===== config.mk =====
export PLATFORM = sky130hd
export DESIGN_NAME = ssi_angle_frame_tracker_unit
export DESIGN_NICKNAME = d
export VERILOG_FILES = /design/src/ssi_aft_pkg.sv /design/src/ssi_angle_frame_tracker_unit.sv
export SDC_FILE = /design/constraint.sdc
export NUM_CORES = 1
export LEC_CHECK = 0
export ABC_AREA = 1
export BUFFER_PORTS_ARGS = -buffer_cell sky130_fd_sc_hd__buf_2
export CAP_MARGIN = 5
export CORE_ASPECT_RATIO = 1.75
export CORE_MARGIN = 2
export CORE_UTILIZATION = 60
export CTS_BUF_LIST = sky130_fd_sc_hd__clkbuf_8
export DETAILED_ROUTE_END_ITERATION = 16
export PLACE_DENSITY = 0.8
export SYNTH_ARGS = -nofsm -noshare
export SYNTH_HDL_FRONTEND = slang
export SYNTH_SLANG_ARGS = --single-unit

===== constraint.sdc =====
create_clock -name clk -period 19.1 [get_ports clk]
set_input_delay 1.91 -clock clk [delete_from_list [all_inputs] [get_ports clk]]
set_output_delay 1.91 -clock clk [all_outputs]
set_load 0.02 [all_outputs]

===== src/ssi_aft_pkg.sv =====
// ----------------------------------------------------------------------------
// SSI angle frame tracker - shared definitions
// Field widths, register map, opcodes and status decoding for the tracker.
// ----------------------------------------------------------------------------
`default_nettype none

package ssi_aft_pkg;

	// sensor and angle geometry
	localparam int RAW_BITS    = 14;
	localparam int ANGLE_BITS  = 32;
	localparam int FRAME_W     = 24;
	localparam int RAW_SHIFT   = FRAME_W - RAW_BITS;
	localparam int STAT_SHIFT  = 6;
	localparam int STAT_W      = 4;
	localparam int HALF_W      = 14;
	localparam int STEP_W      = 32;
	localparam int RAW_OUT_W   = 14;
	localparam int ANGLE_OUT_W = 32;

	// signed delta wide enough for the raw difference and for -half_range
	localparam int DIFF_W = ((RAW_BITS > HALF_W) ? RAW_BITS : HALF_W) + 2;
	localparam logic signed [DIFF_W-1:0] RAW_TURN = DIFF_W'(1) << RAW_BITS;

	// status decoding
	localparam logic [STAT_W-1:0] STAT_HARD = 4'h8;
	localparam logic [STAT_W-1:0] STAT_PAIR = 4'h3;

	// register map and resets
	localparam logic      REG_TURN_STEP  = 1'b0;
	localparam logic      REG_HALF_RANGE = 1'b1;
	localparam int        PADDR_W        = 3;
	localparam int        PDATA_W        = 32;
	localparam logic [STEP_W-1:0] STEP_RESET = 32'd262144;
	localparam logic [HALF_W-1:0] HALF_RESET = 14'd8192;

	// opcodes
	localparam logic OP_INIT = 1'b0;
	localparam logic OP_READ = 1'b1;

	// stream widths
	localparam int S_TDATA_W = 24;
	localparam int S_TUSER_W = 2;
	localparam int M_TDATA_W = 56;
	localparam int M_TUSER_W = 1;
	localparam int M_FIELD_W = STAT_W + ANGLE_OUT_W + RAW_OUT_W;

	function automatic logic status_is_fault(input logic [STAT_W-1:0] s);
		status_is_fault = ((s & STAT_HARD) != '0) || ((s & STAT_PAIR) == STAT_PAIR);
	endfunction

endpackage

`default_nettype wire


===== src/ssi_angle_frame_tracker_unit.sv =====
// ----------------------------------------------------------------------------
// SSI angle frame tracker
// Unwraps the raw sensor angle delta and integrates it into an electrical
// turn fraction, scaled by a programmable step.
// ----------------------------------------------------------------------------
//
//  channel | dir | handshake          | content
//  --------+-----+--------------------+-----------------------------------------
//  s_*     | in  | s_tvalid/s_tready  | tdata: frame; tuser: opcode, rx_ok
//  m_*     | out | m_tvalid/m_tready  | tdata: status, elec angle, raw; tuser: fault
//  apb     | in  | psel/penable       | turn_step @0x0, half_range @0x4
//
//  One request per cycle sustained while m_tready stays high; each request
//  passes through the input register, then the result register.
//  The limit is the state loop: delta, one 32x32 low-half multiply and the
//  accumulate all settle between the input register and the result register.
//  Reset (arst_n low) clears state to zero and the registers to their defaults.
//  A stalled result holds and the state does not move; the input register
//  still takes one more request, then s_tready drops until the result drains.
//
`default_nettype none

module ssi_angle_frame_tracker_unit (
	input  logic                              clk,
	input  logic                              arst_n,
	// configuration
	input  logic                              psel,
	input  logic                              penable,
	input  logic                              pwrite,
	input  logic [ssi_aft_pkg::PADDR_W-1:0]   paddr,
	input  logic [ssi_aft_pkg::PDATA_W-1:0]   pwdata,
	output logic [ssi_aft_pkg::PDATA_W-1:0]   prdata,
	output logic                              pready,
	// input stream
	input  logic                              s_tvalid,
	output logic                              s_tready,
	input  logic [ssi_aft_pkg::S_TDATA_W-1:0] s_tdata,  // [23:0] frame
	input  logic [ssi_aft_pkg::S_TUSER_W-1:0] s_tuser,  // [0] opcode, [1] rx_ok
	// result stream
	output logic                              m_tvalid,
	input  logic                              m_tready,
	output logic [ssi_aft_pkg::M_TDATA_W-1:0] m_tdata,  // [3:0] sensor_status,
	                                                    // [35:4] elec_angle,
	                                                    // [49:36] raw_angle, rest zero
	output logic [ssi_aft_pkg::M_TUSER_W-1:0] m_tuser   // [0] init_fault
);

	// ---------------------------------------------------------------- config
	logic [ssi_aft_pkg::STEP_W-1:0] turn_step_q;
	logic [ssi_aft_pkg::HALF_W-1:0] half_range_q;
	logic                           cfg_wr;

	assign pready = 1'b1;
	assign cfg_wr = psel && penable && pwrite && pready;

	// decode on the word address bit only
	always_ff @(posedge clk or negedge arst_n) begin
		if (!arst_n) begin
			turn_step_q  <= ssi_aft_pkg::STEP_RESET;
			half_range_q <= ssi_aft_pkg::HALF_RESET;
		end else if (cfg_wr) begin
			case (paddr[2])
				ssi_aft_pkg::REG_TURN_STEP:  turn_step_q  <= pwdata[ssi_aft_pkg::STEP_W-1:0];
				ssi_aft_pkg::REG_HALF_RANGE: half_range_q <= pwdata[ssi_aft_pkg::HALF_W-1:0];
				default: ;
			endcase
		end
	end

	always_comb begin
		case (paddr[2])
			ssi_aft_pkg::REG_TURN_STEP:  prdata = ssi_aft_pkg::PDATA_W'(turn_step_q);
			ssi_aft_pkg::REG_HALF_RANGE: prdata = ssi_aft_pkg::PDATA_W'(half_range_q);
			default:                     prdata = '0;
		endcase
	end

	// ---------------------------------------------------------- input stage
	logic                            valid_s1;
	logic                            op_s1;
	logic                            ok_s1;
	logic [ssi_aft_pkg::FRAME_W-1:0] frame_s1;
	logic                            out_valid_q;
	logic                            advance;
	logic                            s_acc;

	assign advance  = valid_s1 && (!out_valid_q || m_tready);
	assign s_tready = !valid_s1 || advance;
	assign s_acc    = s_tvalid && s_tready;

	always_ff @(posedge clk or negedge arst_n) begin
		if (!arst_n) begin
			valid_s1 <= 1'b0;
		end else if (s_acc) begin
			valid_s1 <= 1'b1;
		end else if (advance) begin
			valid_s1 <= 1'b0;
		end
	end

	always_ff @(posedge clk) begin
		if (s_acc) begin
			op_s1    <= s_tuser[0];
			ok_s1    <= s_tuser[1];
			frame_s1 <= s_tdata[ssi_aft_pkg::FRAME_W-1:0];
		end
	end

	// ---------------------------------------------------------- state update
	logic [ssi_aft_pkg::RAW_BITS-1:0]   last_raw_q;
	logic [ssi_aft_pkg::ANGLE_BITS-1:0] angle_acc_q;
	logic [ssi_aft_pkg::STAT_W-1:0]     status_q;

	logic [ssi_aft_pkg::RAW_BITS-1:0]   raw_new;
	logic [ssi_aft_pkg::STAT_W-1:0]     st_new;
	logic signed [ssi_aft_pkg::DIFF_W-1:0] raw_x, last_x, half_x, diff_raw, diff;
	logic [ssi_aft_pkg::ANGLE_BITS-1:0] diff_ext, prod;

	logic [ssi_aft_pkg::RAW_BITS-1:0]   last_raw_d;
	logic [ssi_aft_pkg::ANGLE_BITS-1:0] angle_acc_d;
	logic [ssi_aft_pkg::STAT_W-1:0]     status_d;
	logic                               fault_d;

	assign raw_new = frame_s1[ssi_aft_pkg::RAW_SHIFT +: ssi_aft_pkg::RAW_BITS];
	assign st_new  = frame_s1[ssi_aft_pkg::STAT_SHIFT +: ssi_aft_pkg::STAT_W];

	// delta folded into half a turn either way
	always_comb begin
		raw_x    = ssi_aft_pkg::DIFF_W'(raw_new);
		last_x   = ssi_aft_pkg::DIFF_W'(last_raw_q);
		half_x   = ssi_aft_pkg::DIFF_W'(half_range_q);
		diff_raw = raw_x - last_x;
		if (diff_raw < -half_x) begin
			diff = diff_raw + ssi_aft_pkg::RAW_TURN;
		end else if (diff_raw > half_x) begin
			diff = diff_raw - ssi_aft_pkg::RAW_TURN;
		end else begin
			diff = diff_raw;
		end
	end

	// signed delta times step, low half only: the angle wraps per turn
	assign diff_ext = ssi_aft_pkg::ANGLE_BITS'(diff);
	assign prod     = diff_ext * ssi_aft_pkg::ANGLE_BITS'(turn_step_q);

	always_comb begin
		last_raw_d  = last_raw_q;
		angle_acc_d = angle_acc_q;
		status_d    = status_q;
		fault_d     = 1'b0;
		case (op_s1)
			ssi_aft_pkg::OP_INIT: begin
				status_d = st_new;
				if (ssi_aft_pkg::status_is_fault(st_new)) begin
					fault_d = 1'b1;
				end else begin
					last_raw_d  = raw_new;
					angle_acc_d = '0;
				end
			end
			ssi_aft_pkg::OP_READ: begin
				// failed receive leaves everything as it was
				if (ok_s1) begin
					status_d    = st_new;
					angle_acc_d = angle_acc_q + prod;
					last_raw_d  = raw_new;
				end
			end
			default: ;
		endcase
	end

	always_ff @(posedge clk or negedge arst_n) begin
		if (!arst_n) begin
			last_raw_q  <= '0;
			angle_acc_q <= '0;
			status_q    <= '0;
		end else if (advance) begin
			last_raw_q  <= last_raw_d;
			angle_acc_q <= angle_acc_d;
			status_q    <= status_d;
		end
	end

	// --------------------------------------------------------- result stage
	logic [ssi_aft_pkg::M_TDATA_W-1:0] out_data_q;
	logic                              out_fault_q;

	always_ff @(posedge clk or negedge arst_n) begin
		if (!arst_n) begin
			out_valid_q <= 1'b0;
		end else if (advance) begin
			out_valid_q <= 1'b1;
		end else if (m_tready) begin
			out_valid_q <= 1'b0;
		end
	end

	always_ff @(posedge clk) begin
		if (advance) begin
			out_data_q  <= ssi_aft_pkg::M_TDATA_W'({
				ssi_aft_pkg::RAW_OUT_W'(last_raw_d),
				ssi_aft_pkg::ANGLE_OUT_W'(angle_acc_d),
				status_d});
			out_fault_q <= fault_d;
		end
	end

	assign m_tvalid   = out_valid_q;
	assign m_tdata    = out_data_q;
	assign m_tuser[0] = out_fault_q;

endmodule

`default_nettype wire


==> metrics.log, run 1 <==
INFO  metric clock_skews = 0.02431 ns
INFO  metric timing.critical_path.required = 19.38 ns
INFO  metric synth_area = 21020 um2
INFO  metric critical_path.slowest_cell = sky130_fd_sc_hd__inv_2
INFO  metric synth_xor_area_share = 1.881%
INFO  metric clkLatencyLatePin = 0.52 ns
INFO  metric multi_input_area = 13880 um2
INFO  metric antenna_violations_before_repair = 0
INFO  metric gp_routability_congestion = 0.9357
INFO  metric detail-route-antenna-nets = 0
INFO  metric cts_repair_resize_count = 0
INFO  metric path_delay_family = adder cells
INFO  metric detailedRoute.firstIterationViolations = 1084
INFO  metric nFillCells = 2924
INFO  metric tritoncts.num_buffers = 17
INFO  metric floorplan.initialDensity = 61.00%
INFO  metric diodes_inserted = 0
INFO  metric global_route.overflow_total = 0
INFO  metric hold_start = last_raw_q[0]
INFO  metric synthSimpleGateAreaFrac = 16.99%
INFO  metric cp.buffers_inverters = 10
INFO  metric worst_path_most_repeated_cell = sky130_fd_sc_hd__inv_1
INFO  metric layout_commonest_cell = sky130_fd_sc_hd__inv_1
INFO  metric grt_pass1_vias = 17760
INFO  metric rows = 90
INFO  metric post-dp-hpwl = 47750 um
INFO  metric cts-root-to-sink-buffers = 2
INFO  metric wl_per_cell = 19.56 um
INFO  metric cpPeakStageDelay = 0.59 ns
INFO  metric die_width = 145.5 um
INFO  metric synth-seq-area-share = 21.82%
INFO  metric grt_util_all_layers = 33.90%
INFO  metric drt_wirelength = 60010 um
INFO  metric final_cell_count_no_fill = 3068
INFO  metric synth.mux.area_fraction = 0%
INFO  metric path_clk_slew = 0.11 ns
INFO  metric rsz0062_at_grt = no
INFO  metric total_count_of_hold_check_failures_in_the_final_report = 0
INFO  metric drtPass1Iterations = 5
INFO  metric design.core.area = 34460 um2
INFO  metric timing.critical_path.fanout_max = 26
INFO  metric post_synth_inst_count = 2506
INFO  metric timing_max_transition_violations_final = 0
INFO  metric complex_gate_fraction_of_the_synthesized_area = 6.661%
INFO  metric drive_gt1_share = 9.011%
INFO  metric cap_viol_max_count = 0
INFO  metric port-buffer-count = 144
INFO  metric synth_async_sr_flop_share = 57.99%
INFO  metric critical_path.reg2reg.startpoint = frame_s1[10]
INFO  metric h-tree-depth = 4
INFO  metric cts-root-buf = sky130_fd_sc_hd__clkbuf_8
INFO  metric design.portCount = 160
INFO  metric place.detailed.instances = 3036
INFO  metric routed-via-count = 17050
INFO  metric main_combinational_cell_family_by_area_after_synthesis = adder cells
INFO  metric path_class = flip-flop to flip-flop
INFO  metric fin_tns_setup = 0 ns
INFO  metric die-area = 36600 um2
INFO  metric synth_edf_count = 71
INFO  metric cts_setup_buffers = 0
INFO  metric syn_avg_cell_area = 8.387 um2
INFO  metric die_height = 251.6 um
INFO  metric post_drt_via_cell_ratio = 5.558
INFO  metric ys.warnings.count = 0
INFO  metric worstMarginPinSlew = 1.057 ns
INFO  metric ff_latch_area = 4587 um2
INFO  metric run_status = completed
INFO  metric cts_hold_repair.buffers = 0
INFO  metric ys.flop_type = sky130_fd_sc_hd__dfrtp_1
INFO  metric mostFrequentLayoutCells = sky130_fd_sc_hd__inv_1, sky130_fd_sc_hd__nand2_1, sky130_fd_sc_hd__fa_1
INFO  metric postSynthRegisterBits = 169
INFO  metric max_clock_freq = 98.30 MHz
INFO  metric fin_crit_sh = 53.26%
INFO  metric critical_path.startpoint = frame_s1[10]
INFO  metric clock_sink_count = 169
INFO  metric critical_path.endpoint_type = flip-flop
INFO  metric cts_tree = yes
INFO  metric grt_start_max_net_pins = 101
INFO  metric period_minus_slack = 10.17 ns
INFO  metric post_synth_num_cell_types = 54
INFO  metric layout_area_overhead = 6.905%
INFO  metric remaining_drc_errors = 0
INFO  metric crit_arrival = 10.45 ns
INFO  metric num-nets-final = 3140
INFO  metric worstSetupStartpointType = flip-flop
INFO  metric synthAdderAreaFrac = 40.36%
INFO  metric setup_viol_count_final = 0
INFO  metric max-slew-margin-rel = 29.46%
INFO  metric grt_first_pass_wirelength = 94300 um
INFO  metric hold_path_class = flip-flop to flip-flop
[cell families after synthesis]
| kind of cell | count (synthesis) |
|---|---|
| AO/OA/AOI/OAI | 256 |
| AND/OR/NAND/NOR | 886 |
| adder cells (fa/ha/maj) | 477 |
| XOR/XNOR | 40 |
| flip-flops | 169 |
| buffers and inverters | 676 |
| other | 2 |
[cells in the mapped netlist (all sizes together), types with 4 or more instances]
library cell	n	area [um2]
fa	335	6706
nand3	58	322.8
buf	15	93.83
ha	142	1777
xnor2	20	193.9
inv	579	2173
clkinv	4	15.01
dfrtp	96	2402
o22ai	19	118.9
xor2	20	201.5
edfxtp	71	2132
a21oi	89	486.7
clkbuf	78	292.8
nand3b	4	30.03
nand4	13	81.33
nand2	551	2111
nor2	245	934.7
nor3	8	45.04
o21ai	126	634.4
a31oi	8	50.05
[layout make-up]
class | instances | share of cell area [%]
clock buffer | 18 | 1.103
clock inverter | 14 | 0.7127
inverter | 583 | 9.750
multi-input combinational | 1666 | 61.77
sequential | 169 | 20.41
tap | 460 | 2.561
timing repair buffer | 158 | 3.686
[state kept, by name, summed over array words and instances (netlist names)]
register,cells
frame_s1,18
half_range_q,14
m_tvalid,1
m_tuser,1
status_q,4
op_s1,1
angle_acc_q,32
last_raw_q,14
valid_s1,1
ok_s1,1
turn_step_q,32
m_tdata,50
[tightest hold or removal path, delay by kind of cell, from the launching register on]
family / cells / cell delay [ns]
flops: 1 / 0.39
simple gates: 2 / 0.12
[metal layers]
layer	global-route usage [%]	share of wire [%]
met2	58.13	50
met5	0	0
met3	6.293	7.2
met1	37.88	35
met4	24.51	8.2
[final timing paths]
check / endpoint / slack (ns) / depth (start not counted)
worst max-delay path: m_tdata[35] / 8.93 / 43
worst min-delay path: last_raw_q[0] / 0.54 / 2
worst max register to register: m_tdata[35] / 8.93 / 43
min in group asynchronous: angle_acc_q[9] / 1.35 / 1
max in group asynchronous: last_raw_q[6] / 16.40 / 2
worst min register to register: last_raw_q[0] / 0.54 / 2
[per-stage QoR]
| stage | util (%) | setup slack, ns | area, um2 | hold slack [ns] |
|---|---|---|---|---|
| finish | 65.21 | 8.927 | 22470 | 0.5364 |
| global route | 65.21 | 8.211 | 22470 | 0.5543 |
| CTS | 65.21 | 9.052 | 22470 | 0.5340 |
| detailed placement | 64.03 | 9.113 | 22060 | 0.5084 |
| global placement | 64.03 | 9.185 | 22060 | 0.4929 |
| floorplan | - | 10.78 | 21040 | 0.4725 |
Power of run 1 is left out: the tool's default activity adds up to more than one toggle a clock period on the data nets, which glitch-free logic cannot reach.
==> run 2: changes to the inputs <==
==> constraint.sdc (replaced) <==
create_clock -name clk -period 9.9 [get_ports clk]
set_input_delay 0.99 -clock clk [delete_from_list [all_inputs] [get_ports clk]]
set_output_delay 0.99 -clock clk [all_outputs]
set_load 0.02 [all_outputs]
==> run 2 against run 1 <==
  * Wire length rose by 6.8%
  * Hold slack got worse by 0.085 ns
  * Die area did not move
  * Via count rose by 1.2%
  * Clock-buffer cell count fell by 1
  * Register-to-register slack got worse by 8.3 ns
  * First-iteration DRC count rose by 12%
  * Critical path type unchanged
  * Largest cell class unchanged
==> metrics.log, run 2 (same netlist as run 1, synthesis figures left out) <==
INFO  metric route.top_layer_used = met4
INFO  metric layout_commonest_cell = sky130_fd_sc_hd__inv_1
INFO  metric gp_routability_congestion = 0.9580
INFO  metric timing.critical_path.required = 10.17 ns
INFO  metric worstSetupStartpointType = flip-flop
INFO  metric num-nets-final = 3163
INFO  metric critical_path.endpoint_type = flip-flop
INFO  metric tritoncts.num_buffers = 17
INFO  metric die-area = 36600 um2
INFO  metric fin_crit_sh = 93.50%
INFO  metric run_status = completed
INFO  metric diodes_inserted = 0
INFO  metric largest_register_ff_count = 50
INFO  metric total_count_of_hold_check_failures_in_the_final_report = 0
INFO  metric post-dp-hpwl = 50680 um
INFO  metric routed-via-count = 17270
INFO  metric cts-root-buf = sky130_fd_sc_hd__clkbuf_8
INFO  metric h-tree-depth = 4
INFO  metric critical_path.startpoint = frame_s1[10]
INFO  metric max_clock_freq = 108.0 MHz
INFO  metric path_clk_slew = 0.11 ns
INFO  metric remaining_drc_errors = 0
INFO  metric layout_area_overhead = 7.774%
INFO  metric cts_tree = yes
INFO  metric critical_path.reg2reg.startpoint = frame_s1[10]
INFO  metric global_route.overflow_total = 0
INFO  metric drtPass1Iterations = 6
INFO  metric antenna_violations_before_repair = 0
INFO  metric mostFrequentLayoutCells = sky130_fd_sc_hd__inv_1, sky130_fd_sc_hd__nand2_1, sky130_fd_sc_hd__fa_1
INFO  metric design.portCount = 160
INFO  metric die_height = 251.6 um
INFO  metric cts-root-to-sink-buffers = 2
INFO  metric grt_pass1_vias = 18380
INFO  metric port-buffer-count = 144
INFO  metric worstMarginPinSlew = 1.074 ns
INFO  metric grt_first_pass_wirelength = 99670 um
INFO  metric timing_max_transition_violations_final = 0
INFO  metric clock_sink_count = 169
INFO  metric floorplan.initialDensity = 61.00%
INFO  metric setup_viol_count_final = 0
INFO  metric detailedRoute.firstIterationViolations = 1218
INFO  metric clkLatencyLatePin = 0.51 ns
INFO  metric cpPeakStageDelay = 0.55 ns
INFO  metric die_width = 145.5 um
INFO  metric period_minus_slack = 9.256 ns
INFO  metric fin_area = 22650 um2
INFO  metric critical_path.reg2reg.endpoint = m_tdata[33]
INFO  metric drive_gt1_share = 9.806%
INFO  metric hold_path_class = input pin to asynchronous set/reset pin
INFO  metric grt_start_max_net_pins = 78
INFO  metric design.core.area = 34460 um2
INFO  metric rows = 90
INFO  metric postPlaceCellArea = 22240 um2
INFO  metric drt-met1-wl = 21480 um
INFO  metric clock_skews = 0.02661 ns
INFO  metric worst_path_most_repeated_cell = sky130_fd_sc_hd__fa_1
INFO  metric timing.critical_path.fanout_max = 7
INFO  metric grt_util_all_layers = 36.57%
INFO  metric ff2ff_path_depth = 40
INFO  metric drt_wirelength = 64100 um
INFO  metric wl_per_cell = 20.74 um
INFO  metric detail-route-antenna-nets = 0
INFO  metric cap_viol_max_count = 0
INFO  metric max-slew-margin-rel = 28.34%
INFO  metric post_drt_via_cell_ratio = 5.586
INFO  metric critical_path.slowest_cell = sky130_fd_sc_hd__fa_1
INFO  metric path_class = flip-flop to flip-flop
INFO  metric wl_met3 = 4572 um
INFO  metric cts_setup_buffers = 0
INFO  metric crit_arrival = 9.53 ns
INFO  metric total_length_of_routed_met2_wires = 32260 um
INFO  metric setup.worst_path.end = m_tdata[33]
INFO  metric worst-r2r-setup-slack = 0.64 ns
==> run 2: cell types whose count changed in the layout (fill, tap and decap cells not counted), sizes merged <==
| cell | delta |
|---|---|
| buf | +23 |
| clkinv | -2 |
| clkinvlp | +2 |
| clkbuf | -1 |
| inv | +1 |
==> run 2: how the worst min path moves through the flow <==
stage | to | depth (start not counted)
after global placement | last_raw_q[0] | 2
after detailed placement | angle_acc_q[31] | 2
after floorplan | turn_step_q[10] | 2
after global routing | angle_acc_q[0] | 1
final | angle_acc_q[2] | 1
after CTS | angle_acc_q[1] | 1
==> run 2: critical path, delay by kind of cell, from the launching register on <==
kind | cells | cell delay, ns
buffers and inverters | 7 | 0.62
AOI/OAI and AO/OA | 10 | 1.79
xor gates and xnor gates | 1 | 0.18
DFF | 1 | 0.37
and+or+nand+nor | 11 | 1.49
adders and majority gates | 11 | 4.55
==> run 2: what timing repair did <==
item / 4_1_cts / 5_1_grt
hold buffers: 0 / 0
gates resized for setup: 0 / 3
setup endpoints to repair: 0 / 10
==> run 2: area by class of cell <==
cell class                      instances  area, um2
Timing Repair Buffer                  181       1001
Sequential cell                       169       4587
Fill cell                            2968      11810
Clock inverter                         15      163.9
Inverter                              583       2191
Multi-Input combinational cell       1666      13900
Tap cell                              460      575.6
Clock buffer                           17      234.0
==> run 2: per-layer routing <==
| layer | vias to the layer above | track usage [%] |
|---|---|---|
| met2 | 800 | 63.87 |
| li1 | 7718 | - |
| met3 | 291 | 6.709 |
| met4 | 0 | 28.54 |
| met1 | 8456 | 38.87 |
| met5 | - | 0.6757 |
==> run 2: through the flow <==
step	util, %	hold WS, ns	setup slack, ns	instances	setup TNS (ns)
3_3_place_gp	64.53	0.4907	0.6651	3059	0
6_report	65.74	0.4515	0.6438	3091	0
5_1_grt	65.74	0.4934	-0.03815	3091	-0.06661
3_5_place_dp	64.53	0.5136	0.5839	3059	0
4_1_cts	65.68	0.4578	0.5179	3091	0
2_1_floorplan	-	0.4725	1.575	2511	0
Power of run 2 is left out for the same reason.
